### config.mk
export PLATFORM = sky130hd
export DESIGN_NAME = multi_key_press_event_machine_core
export DESIGN_NICKNAME = d
export VERILOG_FILES = /design/src/rtl/mkpe_pkg.sv /design/src/rtl/mkpe_cell.sv /design/src/rtl/multi_key_press_event_machine_core.sv
export VERILOG_INCLUDE_DIRS = /design/src /design/src/rtl
export SDC_FILE = /design/constraint.sdc
export NUM_CORES = 2
export LEC_CHECK = 0
export BUFFER_PORTS_ARGS = -buffer_cell sky130_fd_sc_hd__buf_2
export CAP_MARGIN = 20
export CORE_UTILIZATION = 55
export CTS_CLUSTER_DIAMETER = 40
export CTS_CLUSTER_SIZE = 12
export DETAILED_ROUTE_END_ITERATION = 16
export HOLD_SLACK_MARGIN = 0.06
export PLACE_DENSITY = 0.74
export SYNTH_ARGS = -nofsm -noshare
export SYNTH_HDL_FRONTEND = slang
export SYNTH_SLANG_ARGS = --single-unit
### constraint.sdc
create_clock -name i_clk -period 6.8 [get_ports i_clk]
set_input_delay 1.36 -clock i_clk [delete_from_list [all_inputs] [get_ports i_clk]]
set_output_delay 1.36 -clock i_clk [all_outputs]
set_load 0.05 [all_outputs]
### src/rtl/multi_key_press_event_machine_core_macros.svh
// ----------------------------------------------------------------------------
// Assertion macros for the key press event machine
// Same-cycle and next-cycle checks; both compile away under SYNTHESIS.
// ----------------------------------------------------------------------------
`ifndef MULTI_KEY_PRESS_EVENT_MACHINE_CORE_MACROS_SVH
`define MULTI_KEY_PRESS_EVENT_MACHINE_CORE_MACROS_SVH
`ifndef SYNTHESIS
// ante holds -> cons holds in the same cycle
`define MKPE_ASSERT_SAME(lbl, clk, rst_n, ante, cons) \
    lbl: assert property (@(posedge clk) disable iff (!rst_n) (ante) |-> (cons)) \
        else $error("mkpe: same-cycle check failed");
// ante holds -> cons holds in the next cycle
`define MKPE_ASSERT_NEXT(lbl, clk, rst_n, ante, cons) \
    lbl: assert property (@(posedge clk) disable iff (!rst_n) (ante) |=> (cons)) \
        else $error("mkpe: next-cycle check failed");
`else
`define MKPE_ASSERT_SAME(lbl, clk, rst_n, ante, cons)
`define MKPE_ASSERT_NEXT(lbl, clk, rst_n, ante, cons)
`endif
`endif

### src/rtl/mkpe_pkg.sv
// ----------------------------------------------------------------------------
// mkpe_pkg
// Shared types and codes of the key press event machine.
// ----------------------------------------------------------------------------
package mkpe_pkg;

    localparam int CFG_W     = 32;   // threshold register width
    localparam int EN_W      = 8;    // key enable register width
    localparam int CFG_IDX_W = 2;    // register index width
    localparam int KEYNUM_W  = 4;

    localparam logic [CFG_IDX_W-1:0] REG_KEY_ENABLE = 2'd0;
    localparam logic [CFG_IDX_W-1:0] REG_LONG       = 2'd1;
    localparam logic [CFG_IDX_W-1:0] REG_ULTRA      = 2'd2;
    localparam logic [CFG_IDX_W-1:0] REG_DEBOUNCE   = 2'd3;

    typedef enum logic [1:0] {
        OP_UPDATE  = 2'd0,
        OP_PROCESS = 2'd1,
        OP_QUERY   = 2'd2
    } t_op;

    typedef enum logic [1:0] {
        PH_IDLE     = 2'd0,
        PH_PRESSED  = 2'd1,
        PH_HELD     = 2'd2,
        PH_RELEASED = 2'd3
    } t_phase;

    typedef enum logic [2:0] {
        EV_PRESS   = 3'd0,
        EV_RELEASE = 3'd1,
        EV_LONG    = 3'd2,
        EV_ULTRA   = 3'd3,
        EV_CLICK   = 3'd4
    } t_event;

    typedef enum logic [1:0] {
        ST_IDLE  = 2'd0,
        ST_WALK  = 2'd1,
        ST_FLUSH = 2'd2
    } t_state;

    typedef struct packed {
        logic [CFG_W-1:0] long_t;
        logic [CFG_W-1:0] ultra_t;
        logic [CFG_W-1:0] debounce_t;
    } t_thresh;

    // control into one key cell
    typedef struct packed {
        logic load;     // token arrives from the left neighbor
        logic adv;      // chain moves this cycle
        logic en;       // key enabled
        logic upd;      // level update for this key
        logic level;
        logic clr;      // enable rose: clear the key
        logic to_idle;  // enable fell: phase back to idle
    } t_cell_ctl;

    // status out of one key cell
    typedef struct packed {
        logic   tok;
        logic   ev;
        t_event code;
        t_phase phase;
        logic   down;
    } t_cell_sts;

    typedef struct packed {
        logic                kind;
        logic [KEYNUM_W-1:0] key;
        t_event              code;
        t_phase              phase;
        logic                down;
    } t_result;

endpackage

### src/rtl/mkpe_cell.sv
// ----------------------------------------------------------------------------
// mkpe_cell
// One key of the chain: phase, levels, stamps and the tick token.
// ----------------------------------------------------------------------------
module mkpe_cell
    import mkpe_pkg::*;
#(
    parameter int TICK_WIDTH = 32
) (
    input  logic                  i_clk,
    input  logic                  i_rst_n,
    input  t_cell_ctl             i_ctl,
    input  t_thresh               i_thr,
    input  logic [TICK_WIDTH-1:0] i_now,
    output logic [TICK_WIDTH-1:0] o_now,
    output t_cell_sts             o_sts
);

    localparam int CMP_W = (TICK_WIDTH > CFG_W) ? TICK_WIDTH : CFG_W;

    t_phase                r_phase, n_phase;
    logic                  r_lv, r_lb;
    logic [TICK_WIDTH-1:0] r_press, n_press;
    logic [TICK_WIDTH-1:0] r_rel, n_rel;
    logic                  r_tok;
    logic [TICK_WIDTH-1:0] r_now;

    // tick differences wrap at the tick width before widening
    logic [TICK_WIDTH-1:0] w_held_t, w_since_t, w_dur_t;
    logic [CMP_W-1:0] w_held, w_since, w_dur;
    logic [CMP_W-1:0] w_long, w_ultra, w_deb;
    logic             w_step, w_ev;
    t_event           w_code;

    assign w_held_t  = r_now - r_press;
    assign w_since_t = r_now - r_rel;
    assign w_dur_t   = r_rel - r_press;
    assign w_held  = CMP_W'(w_held_t);
    assign w_since = CMP_W'(w_since_t);
    assign w_dur   = CMP_W'(w_dur_t);
    assign w_long  = CMP_W'(i_thr.long_t);
    assign w_ultra = CMP_W'(i_thr.ultra_t);
    assign w_deb   = CMP_W'(i_thr.debounce_t);
    assign w_step  = r_tok & i_ctl.en;

    always_comb begin
        n_phase = r_phase;
        n_press = r_press;
        n_rel   = r_rel;
        w_ev    = 1'b0;
        w_code  = EV_PRESS;
        unique case (r_phase)
            PH_IDLE: begin
                if (r_lv && !r_lb) begin
                    n_press = r_now;
                    n_phase = PH_PRESSED;
                    w_ev    = 1'b1;
                    w_code  = EV_PRESS;
                end
            end
            PH_PRESSED: begin
                if (!r_lv && r_lb) begin
                    n_rel   = r_now;
                    n_phase = PH_RELEASED;
                    w_ev    = 1'b1;
                    w_code  = EV_RELEASE;
                end else if (r_lv && w_held >= w_ultra) begin
                    n_phase = PH_HELD;
                    w_ev    = 1'b1;
                    w_code  = EV_ULTRA;
                end else if (r_lv && w_held >= w_long) begin
                    n_phase = PH_HELD;
                    w_ev    = 1'b1;
                    w_code  = EV_LONG;
                end
            end
            PH_HELD: begin
                if (!r_lv && r_lb) begin
                    n_rel   = r_now;
                    n_phase = PH_RELEASED;
                    w_ev    = 1'b1;
                    w_code  = EV_RELEASE;
                end
            end
            PH_RELEASED: begin
                // click only when the hold was short
                if (!r_lv && w_since >= w_deb) begin
                    n_phase = PH_IDLE;
                    w_ev    = (w_dur < w_long);
                    w_code  = EV_CLICK;
                end
            end
            default: begin
                n_phase = PH_IDLE;
            end
        endcase
    end

    always_ff @(posedge i_clk) begin
        if (!i_rst_n) begin
            r_phase <= PH_IDLE;
            r_lv    <= 1'b0;
            r_lb    <= 1'b0;
            r_press <= '0;
            r_rel   <= '0;
        end else if (i_ctl.clr) begin
            r_phase <= PH_IDLE;
            r_lv    <= 1'b0;
            r_lb    <= 1'b0;
            r_press <= '0;
            r_rel   <= '0;
        end else if (i_ctl.to_idle) begin
            r_phase <= PH_IDLE;
        end else if (i_ctl.upd) begin
            r_lb <= r_lv;
            r_lv <= i_ctl.level;
        end else if (w_step && i_ctl.adv) begin
            r_phase <= n_phase;
            r_press <= n_press;
            r_rel   <= n_rel;
        end
    end

    // token and its tick move one cell per advance
    always_ff @(posedge i_clk) begin
        if (!i_rst_n) begin
            r_tok <= 1'b0;
        end else if (i_ctl.load) begin
            r_tok <= 1'b1;
        end else if (i_ctl.adv) begin
            r_tok <= 1'b0;
        end
    end

    always_ff @(posedge i_clk) begin
        if (i_ctl.load) begin
            r_now <= i_now;
        end
    end

    assign o_now       = r_now;
    assign o_sts.tok   = r_tok;
    assign o_sts.ev    = w_step & w_ev;
    assign o_sts.code  = w_code;
    assign o_sts.phase = r_phase;
    assign o_sts.down  = r_lv;

endmodule

### src/rtl/multi_key_press_event_machine_core.sv
// ----------------------------------------------------------------------------
// multi_key_press_event_machine_core
// Button press / release / long / ultra long / click detector for KEYS keys.
// ----------------------------------------------------------------------------
// Input stream (s_axis): tuser is the operation (update, process, query);
// tdata carries key number, new level and the current tick.
// Output stream (m_axis): event reports and query answers, tlast marks the
// final word caused by one input word, tuser tells report from answer.
// Config port: i_cfg_we / i_cfg_index / i_cfg_data, write only; the user
// must write it only while the block is idle; the block does not enforce it.
// Each key lives in one cell of a chain. A process word launches a token
// with the tick into cell 0; the token moves one cell per cycle while the
// output is free, each enabled cell steps its key as the token passes. A
// process word is accepted, walks the chain, then passes a flush state
// before the next input word is taken. An update takes effect at
// acceptance; a query answer goes via the pending and output registers.
// The newest event is held one step back so tlast can be set on it once
// the walk ends. When the receiver stalls the token stops in place; input
// is taken only between items (s_axis_tready high in idle), while a
// finished word may still sit in the output register.
// Reset: all keys disabled and idle, thresholds 100 / 300 / 2.
// ----------------------------------------------------------------------------
`include "multi_key_press_event_machine_core_macros.svh"

module multi_key_press_event_machine_core
    import mkpe_pkg::*;
#(
    parameter int KEYS       = 8,
    parameter int TICK_WIDTH = 32
) (
    input  logic                 i_clk,
    input  logic                 i_rst_n,
    // input stream
    input  logic                 s_axis_tvalid,
    output logic                 s_axis_tready,
    input  logic [39:0]          s_axis_tdata,   // [3:0] key_number, [4] level,
                                                 // [36:5] now_tick, [39:37] zero
    input  logic [1:0]           s_axis_tuser,   // [1:0] operation
    // output stream
    output logic                 m_axis_tvalid,
    input  logic                 m_axis_tready,
    output logic [15:0]          m_axis_tdata,   // [3:0] source_key, [6:4] event_code,
                                                 // [8:7] phase, [9] is_down, [15:10] zero
    output logic                 m_axis_tlast,   // last_of_run
    output logic                 m_axis_tuser,   // [0] kind
    // configuration
    input  logic                 i_cfg_we,
    input  logic [CFG_IDX_W-1:0] i_cfg_index,
    input  logic [CFG_W-1:0]     i_cfg_data
);

    // ---- input word fields
    logic [KEYNUM_W-1:0]   w_kn;
    logic                  w_level;
    logic [TICK_WIDTH-1:0] w_now;
    t_op                   w_op;
    logic                  w_accept;

    assign w_kn     = s_axis_tdata[3:0];
    assign w_level  = s_axis_tdata[4];
    assign w_now    = TICK_WIDTH'(s_axis_tdata[36:5]);
    assign w_op     = t_op'(s_axis_tuser);
    assign w_accept = s_axis_tvalid & s_axis_tready;

    // ---- config registers
    logic [EN_W-1:0] r_key_en;
    t_thresh         r_thr;

    always_ff @(posedge i_clk) begin
        if (!i_rst_n) begin
            r_key_en           <= '0;
            r_thr.long_t       <= CFG_W'(100);
            r_thr.ultra_t      <= CFG_W'(300);
            r_thr.debounce_t   <= CFG_W'(2);
        end else if (i_cfg_we) begin
            unique case (i_cfg_index)
                REG_KEY_ENABLE: r_key_en         <= i_cfg_data[EN_W-1:0];
                REG_LONG:       r_thr.long_t     <= i_cfg_data;
                REG_ULTRA:      r_thr.ultra_t    <= i_cfg_data;
                REG_DEBOUNCE:   r_thr.debounce_t <= i_cfg_data;
                default:        r_key_en         <= r_key_en;
            endcase
        end
    end

    // ---- control state
    t_state  r_state, n_state;
    t_result r_pend, n_pend;
    logic    r_pend_valid, n_pend_valid;
    t_result r_out;
    logic    r_out_valid, r_out_last;
    logic    w_out_free, w_adv, w_load_out, w_load_last;
    t_result w_load_res;

    // ---- the chain
    t_cell_ctl             w_ctl [KEYS];
    t_cell_sts             w_sts [KEYS];
    logic [TICK_WIDTH-1:0] w_cnow[KEYS];
    logic [KEYS-1:0]       w_tok;
    logic [KEYS-1:0]       w_en;
    logic [KEYS-1:0]       w_sel;
    logic [KEYS-1:0]       w_rise, w_fall;
    logic                  w_launch;

    for (genvar g = 0; g < KEYS; g++) begin : g_key
        // keys past the enable register are never enabled
        if (g < EN_W) begin : g_en
            assign w_en[g]   = r_key_en[g];
            assign w_rise[g] = i_cfg_we && (i_cfg_index == REG_KEY_ENABLE)
                               && i_cfg_data[g] && !r_key_en[g];
            assign w_fall[g] = i_cfg_we && (i_cfg_index == REG_KEY_ENABLE)
                               && !i_cfg_data[g] && r_key_en[g];
        end else begin : g_noen
            assign w_en[g]   = 1'b0;
            assign w_rise[g] = 1'b0;
            assign w_fall[g] = 1'b0;
        end

        assign w_tok[g] = w_sts[g].tok;
        assign w_sel[g] = (32'(w_kn) == g + 1) && w_en[g];

        assign w_ctl[g].adv     = w_adv;
        assign w_ctl[g].en      = w_en[g];
        assign w_ctl[g].upd     = w_accept && (w_op == OP_UPDATE) && w_sel[g];
        assign w_ctl[g].level   = w_level;
        assign w_ctl[g].clr     = w_rise[g];
        assign w_ctl[g].to_idle = w_fall[g];

        if (g == 0) begin : g_head
            assign w_ctl[g].load = w_launch;
            mkpe_cell #(.TICK_WIDTH(TICK_WIDTH)) u_cell (
                .i_clk   (i_clk),
                .i_rst_n (i_rst_n),
                .i_ctl   (w_ctl[g]),
                .i_thr   (r_thr),
                .i_now   (w_now),
                .o_now   (w_cnow[g]),
                .o_sts   (w_sts[g])
            );
        end else begin : g_body
            assign w_ctl[g].load = w_adv && w_tok[g-1];
            mkpe_cell #(.TICK_WIDTH(TICK_WIDTH)) u_cell (
                .i_clk   (i_clk),
                .i_rst_n (i_rst_n),
                .i_ctl   (w_ctl[g]),
                .i_thr   (r_thr),
                .i_now   (w_cnow[g-1]),
                .o_now   (w_cnow[g]),
                .o_sts   (w_sts[g])
            );
        end
    end

    // ---- event pick (at most one cell holds the token) and query read
    logic                w_ev_hit;
    logic [KEYNUM_W-1:0] w_ev_key;
    t_event              w_ev_code;
    t_phase              w_q_phase;
    logic                w_q_down;

    always_comb begin
        w_ev_hit  = 1'b0;
        w_ev_key  = '0;
        w_ev_code = EV_PRESS;
        w_q_phase = PH_IDLE;
        w_q_down  = 1'b0;
        for (int i = 0; i < KEYS; i++) begin
            w_ev_hit  = w_ev_hit | w_sts[i].ev;
            w_ev_key  = w_ev_key | (w_sts[i].ev ? KEYNUM_W'(i + 1) : '0);
            w_ev_code = t_event'(w_ev_code | (w_sts[i].ev ? w_sts[i].code : EV_PRESS));
            w_q_phase = t_phase'(w_q_phase | (w_sel[i] ? w_sts[i].phase : PH_IDLE));
            w_q_down  = w_q_down | (w_sel[i] & w_sts[i].down);
        end
    end

    assign w_out_free    = !r_out_valid || m_axis_tready;
    assign s_axis_tready = (r_state == ST_IDLE);
    assign w_adv         = (r_state == ST_WALK) && w_out_free;
    assign w_launch      = w_accept && (w_op == OP_PROCESS);

    // ---- sequencer
    always_ff @(posedge i_clk) begin
        if (!i_rst_n) begin
            r_state      <= ST_IDLE;
            r_pend_valid <= 1'b0;
        end else begin
            r_state      <= n_state;
            r_pend_valid <= n_pend_valid;
        end
    end

    always_ff @(posedge i_clk) begin
        r_pend <= n_pend;
    end

    always_comb begin
        n_state      = r_state;
        n_pend       = r_pend;
        n_pend_valid = r_pend_valid;
        w_load_out   = 1'b0;
        w_load_last  = 1'b0;
        w_load_res   = r_pend;
        unique case (r_state)
            ST_IDLE: begin
                if (w_accept) begin
                    unique case (w_op)
                        OP_PROCESS: n_state = ST_WALK;
                        OP_QUERY: begin
                            n_pend.kind  = 1'b1;
                            n_pend.key   = w_kn;
                            n_pend.code  = EV_PRESS;
                            n_pend.phase = w_q_phase;
                            n_pend.down  = w_q_down;
                            n_pend_valid = 1'b1;
                            n_state      = ST_FLUSH;
                        end
                        default: n_state = ST_IDLE;  // update, or no-op code
                    endcase
                end
            end
            ST_WALK: begin
                if (w_adv) begin
                    if (w_ev_hit) begin
                        // older event is now known not to be the last
                        w_load_out   = r_pend_valid;
                        n_pend.kind  = 1'b0;
                        n_pend.key   = w_ev_key;
                        n_pend.code  = w_ev_code;
                        n_pend.phase = PH_IDLE;
                        n_pend.down  = 1'b0;
                        n_pend_valid = 1'b1;
                    end
                    if (w_tok[KEYS-1]) begin
                        n_state = ST_FLUSH;
                    end
                end
            end
            ST_FLUSH: begin
                if (!r_pend_valid) begin
                    n_state = ST_IDLE;
                end else if (w_out_free) begin
                    w_load_out   = 1'b1;
                    w_load_last  = 1'b1;
                    n_pend_valid = 1'b0;
                    n_state      = ST_IDLE;
                end
            end
            default: n_state = ST_IDLE;
        endcase
    end

    // ---- output register
    always_ff @(posedge i_clk) begin
        if (!i_rst_n) begin
            r_out_valid <= 1'b0;
        end else if (w_load_out) begin
            r_out_valid <= 1'b1;
        end else if (m_axis_tready) begin
            r_out_valid <= 1'b0;
        end
    end

    always_ff @(posedge i_clk) begin
        if (w_load_out) begin
            r_out      <= w_load_res;
            r_out_last <= w_load_last;
        end
    end

    assign m_axis_tvalid = r_out_valid;
    assign m_axis_tlast  = r_out_last;
    assign m_axis_tuser  = r_out.kind;
    assign m_axis_tdata  = {6'b0, r_out.down, r_out.phase, r_out.code, r_out.key};

    // ---- checks
    `MKPE_ASSERT_SAME(a_tok_single, i_clk, i_rst_n, 1'b1, $onehot0(w_tok))
    `MKPE_ASSERT_SAME(a_idle_empty, i_clk, i_rst_n, r_state == ST_IDLE,
                      (w_tok == '0) && !r_pend_valid)
    `MKPE_ASSERT_NEXT(a_launch, i_clk, i_rst_n, w_launch,
                      (r_state == ST_WALK) && w_tok[0])
    `MKPE_ASSERT_NEXT(a_walk_end, i_clk, i_rst_n, w_adv && w_tok[KEYS-1],
                      r_state == ST_FLUSH)
    `MKPE_ASSERT_NEXT(a_flush_last, i_clk, i_rst_n,
                      (r_state == ST_FLUSH) && r_pend_valid && w_out_free,
                      r_out_valid && r_out_last)

endmodule

==> impl.org <==
** Setup path
- Worst reg2reg path startpoint :: g_key[7].g_body.u_cell.o_now[7]$_DFFE_PP_
- Capture point of the critical path :: r_pend[5]$_SDFFCE_PN0P_
- Worst setup path class :: register to register
- CP Data Arrival Time :: 7470 ps
- Cell repeated most along the worst path :: a211oi_1
- Kind of end point of the critical path :: register
- Element type at the critical path start :: register
- Register-to-register path setup slack :: -90 ps
- Of all nets on the critical path, the largest fanout is 6.
- R2R depth :: 28
- Slowest Stage Delay on Critical Path :: 490 ps
- Worst endpoint required time :: 7380 ps
- The worst register-to-register path ends at r_pend[5]$_SDFFCE_PN0P_.
- Worst-path cell with the longest stage delay :: edfxtp_1
- Critical path startpoint :: g_key[7].g_body.u_cell.o_now[7]$_DFFE_PP_

** Power
- The analysis attributes to cell leakage a power of 42.4 nW.
- VDD IR max :: 291 uV
- Power Density :: 161 nW/um2

** Layout
- For this run, the share of the core covered by cells in the final layout is 0.642.
- Number of nets in the layout :: 13400
- The finished layout holds 13900 standard cells, fillers aside.
- From synthesis to final layout, the design area changed by 15.4%.
- Count of filler cells inserted in the layout :: 13800
- Most frequent standard cell in the layout excluding fill and tap cells :: ha_1
- The finished cells cover 104000 um2.
- Commonest cells after routing, fill and taps aside :: ha_1 (1802), nand2_1 (1520), a21oi_1 (1240)
- The sequential cells in the finished layout cover a total of 21600 um2.
- The multi-input combinational cells in the finished layout cover a total of 65100 um2.
- In the final layout, the share of cells above drive strength 1 is 0.101.

** Clocking
- The cell sitting at the root of the clock tree is a clkbuf_16.
- Counting along the longest clock path gives a buffer depth of 3.
- Clock transition at the register clock pins on the worst setup and hold paths after CTS :: 60 ps
- TritonCTS built the clock tree.
- The number of clock buffers added by TritonCTS is 184.
- In this run, post-CTS hold repair placed 0 buffers.
- Number of sinks on the clock net :: 939
- Htree depth :: 4
- Worst skew pair latency :: 860 ps

** Route
- Dividing the detail-routed via count by the number of cells gives 6.24.
- The highest metal layer carrying signal wires in the routed design is met5.
- Per-cell routed wire length :: 25.1 um
- The detail route stage leaves a number of antenna-violating nets equal to 0.
- First-pass iteration count of the detailed router :: 6
- Wire segments on met3 add up to 33200 um in the final route.
- Met2 wire len :: 146000 um
- The final layout contains routed wiring with a total length of 349000 um.
- The first routing iteration left 8115 violations.
- Wire length on met1 :: 134000 um
- For this run, design rule violations remaining after detail routing come to 0.
- Routed via count :: 86700

** Yosys
- Main combinational cell family by area after synthesis :: adder cells
- After synthesis, the share of cell area in mux cells is 0.00212.
- Area of the mapped netlist :: 89800 um2
- Of the total synthesized cell area, the portion taken by AND, OR, NAND and NOR gates is 0.168.
- EDFF count, synth :: 279
- Synth warn :: 0
- Mean area per synthesized cell :: 8.19 um2
- The synthesized design contains 939 register bits.
- The area fraction in compound gates after synthesis is 0.223.
- The most used flip-flop cell after synthesis is dfxtp_1.
- By area the synthesized netlist is led by ha_1 (25%), dfxtp_1 (15%), edfxtp_1 (9.3%).
- After synthesis, the share of flip-flops with an asynchronous set or reset is 0.
- Of the total synthesized cell area, the portion taken by XOR and XNOR cells is 0.0657.
- Of the synthesized area, sequential elements account for 0.241.
- Post-synthesis cell count :: 11000
- After synthesis, the netlist uses 101 different library cells.
- The share of synthesized area in the top cell type comes to 0.251.
- Of all cell types, the one taking the most synthesized area is ha_1.
- Of the total synthesized cell area, the portion taken by full adders, half adders and majority gates is 0.257.

** Placed design
- Cell Area, Placed :: 96000 um2
- Detailed placer's ending HPWL :: 270000 um
- Routability-driven placement finished with a final weighted congestion of 1.04.
- Buffers placed on the I/O ports in this run total 91.
- DP Cell Count :: 13500

** Floorplanning
- Ports placed on the boundary :: 101
- Std cell rows :: 147
- The floorplan step defined a die boundary enclosing 165000 um2.
- Die H :: 406 um
- The die is 406 um wide.
- Placeable core region :: 161000 um2
- Initial core utilization :: 0.556

** Timing
- Setup WS post-layout :: -90.4 ps
- At the pin with the least slew margin, the transition time is 1360 ps.
- Max-slew violation count :: 0
- For the final database, setup skew stands at 43.9 ps.
- Number of setup violations in the final report :: 24
- Final total negative setup slack :: -1210 ps
- The final number of hold-violating endpoints is 0.
- Minimum clock period after layout :: 6890 ps
- Dividing the final minimum period by the clock period gives 1.01.
- Worst slew margin relative to its limit :: 0.0901
- Setup repair after global routing could not meet its margin everywhere.
- Worst hold slack :: 420 ps
- FMAX :: 0.145 GHz

** Hold path
- Worst min-delay path class :: register to register

** Global route
- Entering global routing, the biggest net connects 112 pins.
- For this run the aggregate overflow at the end of global routing stands at 0.
- Antenna violations before repair :: 35
- The first global-routing pass estimated 507000 um of wire.
- Overall fraction of global-route tracks in use :: 0.414
- Vias in the first global route :: 82100

** Run status
- Violated checks :: negative setup slack
- Result of the run :: finished with violations

** Job
- Number of max-cap violations :: 0
## worst min path at each step
stage	start	to	slack (ps)	cells after the start
2_1_floorplan	r_pend[6]$_DFFE_PP_	m_axis_tdata[0]$_DFFE_PP_	400	0
3_3_place_gp	r_pend[10]$_DFFE_PP_	m_axis_tuser$_DFFE_PP_	410	0
3_5_place_dp	r_pend[9]$_DFFE_PP_	m_axis_tdata[3]$_DFFE_PP_	410	0
4_1_cts	r_pend[9]$_DFFE_PP_	m_axis_tdata[3]$_DFFE_PP_	420	0
5_1_grt	r_pend[9]$_DFFE_PP_	m_axis_tdata[3]$_DFFE_PP_	420	0
6_report	r_pend[9]$_DFFE_PP_	m_axis_tdata[3]$_DFFE_PP_	420	0
## metal layers
metal / vias to the layer above / global-route usage
li1: 40700 / -
met4: 10 / 0.382
met3: 1185 / 0.104
met1: 40800 / 0.484
met5: - / 0
met2: 4018 / 0.620
## power breakdown
part           internal [mW]  switching [mW]  leakage, nW
Sequential              5.79          0.0367         7.84
Combinational          0.414           0.886         31.4
Clock                   6.01            3.58         3.16
Total                   12.2            4.50         42.4
## flip-flops by register name, summed over array words and instances (netlist names), 14 cells and up
name,cells
g_key.g_body.u_cell.o_now,224
g_key.g_body.u_cell.r_phase,14
g_key.g_body.u_cell.r_press,224
g_key.g_body.u_cell.r_rel,224
g_key.g_head.u_cell.o_now,32
g_key.g_head.u_cell.r_press,32
g_key.g_head.u_cell.r_rel,32
r_thr,96
## cells by family after synthesis
family / count (synthesis)
simple gates: 3296
fa+ha+maj: 1828
other cells: 1
compound gates: 3159
mux: 19
buf+inv: 1050
xor+xnor: 673
flops: 939
## synth_stat cells (32+ instances only)
cell type	count
inv_1	806
edfxtp_1	279
xnor2_1	501
nor2_1	589
a21o_1	509
a2111oi_0	32
nand3_1	203
a211o_1	34
ha_1	1804
a21oi_1	1267
o21a_1	134
nand4_1	182
and3_1	95
a21boi_0	102
o21ai_0	321
xor2_1	172
nand2b_1	129
nor3_1	166
nor2b_1	179
clkbuf_1	223
o21bai_1	91
nand2_1	1521
o211ai_1	64
a211oi_1	119
dfxtp_1	660
o21ai_1	84
or3_1	49
o31ai_1	45
and2_1	35
a31oi_1	80
## stage by stage
| step | setup WS [ps] | power (mW) |
|---|---|---|
| after floorplan | 97.5 | 6.58 |
| after global placement | -485 | 7.11 |
| after detailed placement | -570 | 7.15 |
| after CTS | -80.7 | 16.7 |
| after global routing | -357 | 17.1 |
| final | -90.4 | 16.7 |
## final cells by class
class,instances,share of cell area
inverter,809,0.0293
multi-input combinational,8981,0.628
clock inverter,129,0.0142
timing repair buffer,614,0.0439
antenna,43,0.00104
tap,2160,0.0261
sequential,939,0.208
clock buffer,220,0.0487
## repair_timing
| action | 4_1_cts | 5_1_grt |
|---|---|---|
| gates resized for setup | 46 | 111 |
| pin swaps | 34 | 42 |
| cloned | 1 | 1 |
| endpoints found under the setup margin | 31 | 43 |
| buffers inserted | 9 | 19 |
## critical path, delay by kind of cell, from the launching register on
kind,cells,cell delay (ps)
AOI/OAI and AO/OA,15,3350
DFF,1,490
and+or+nand+nor,7,1290
buffers and inverters,3,600
adders and majority gates,2,700
xor gates and xnor gates,1,190
Note: power is estimated with default switching activity, not from simulation.
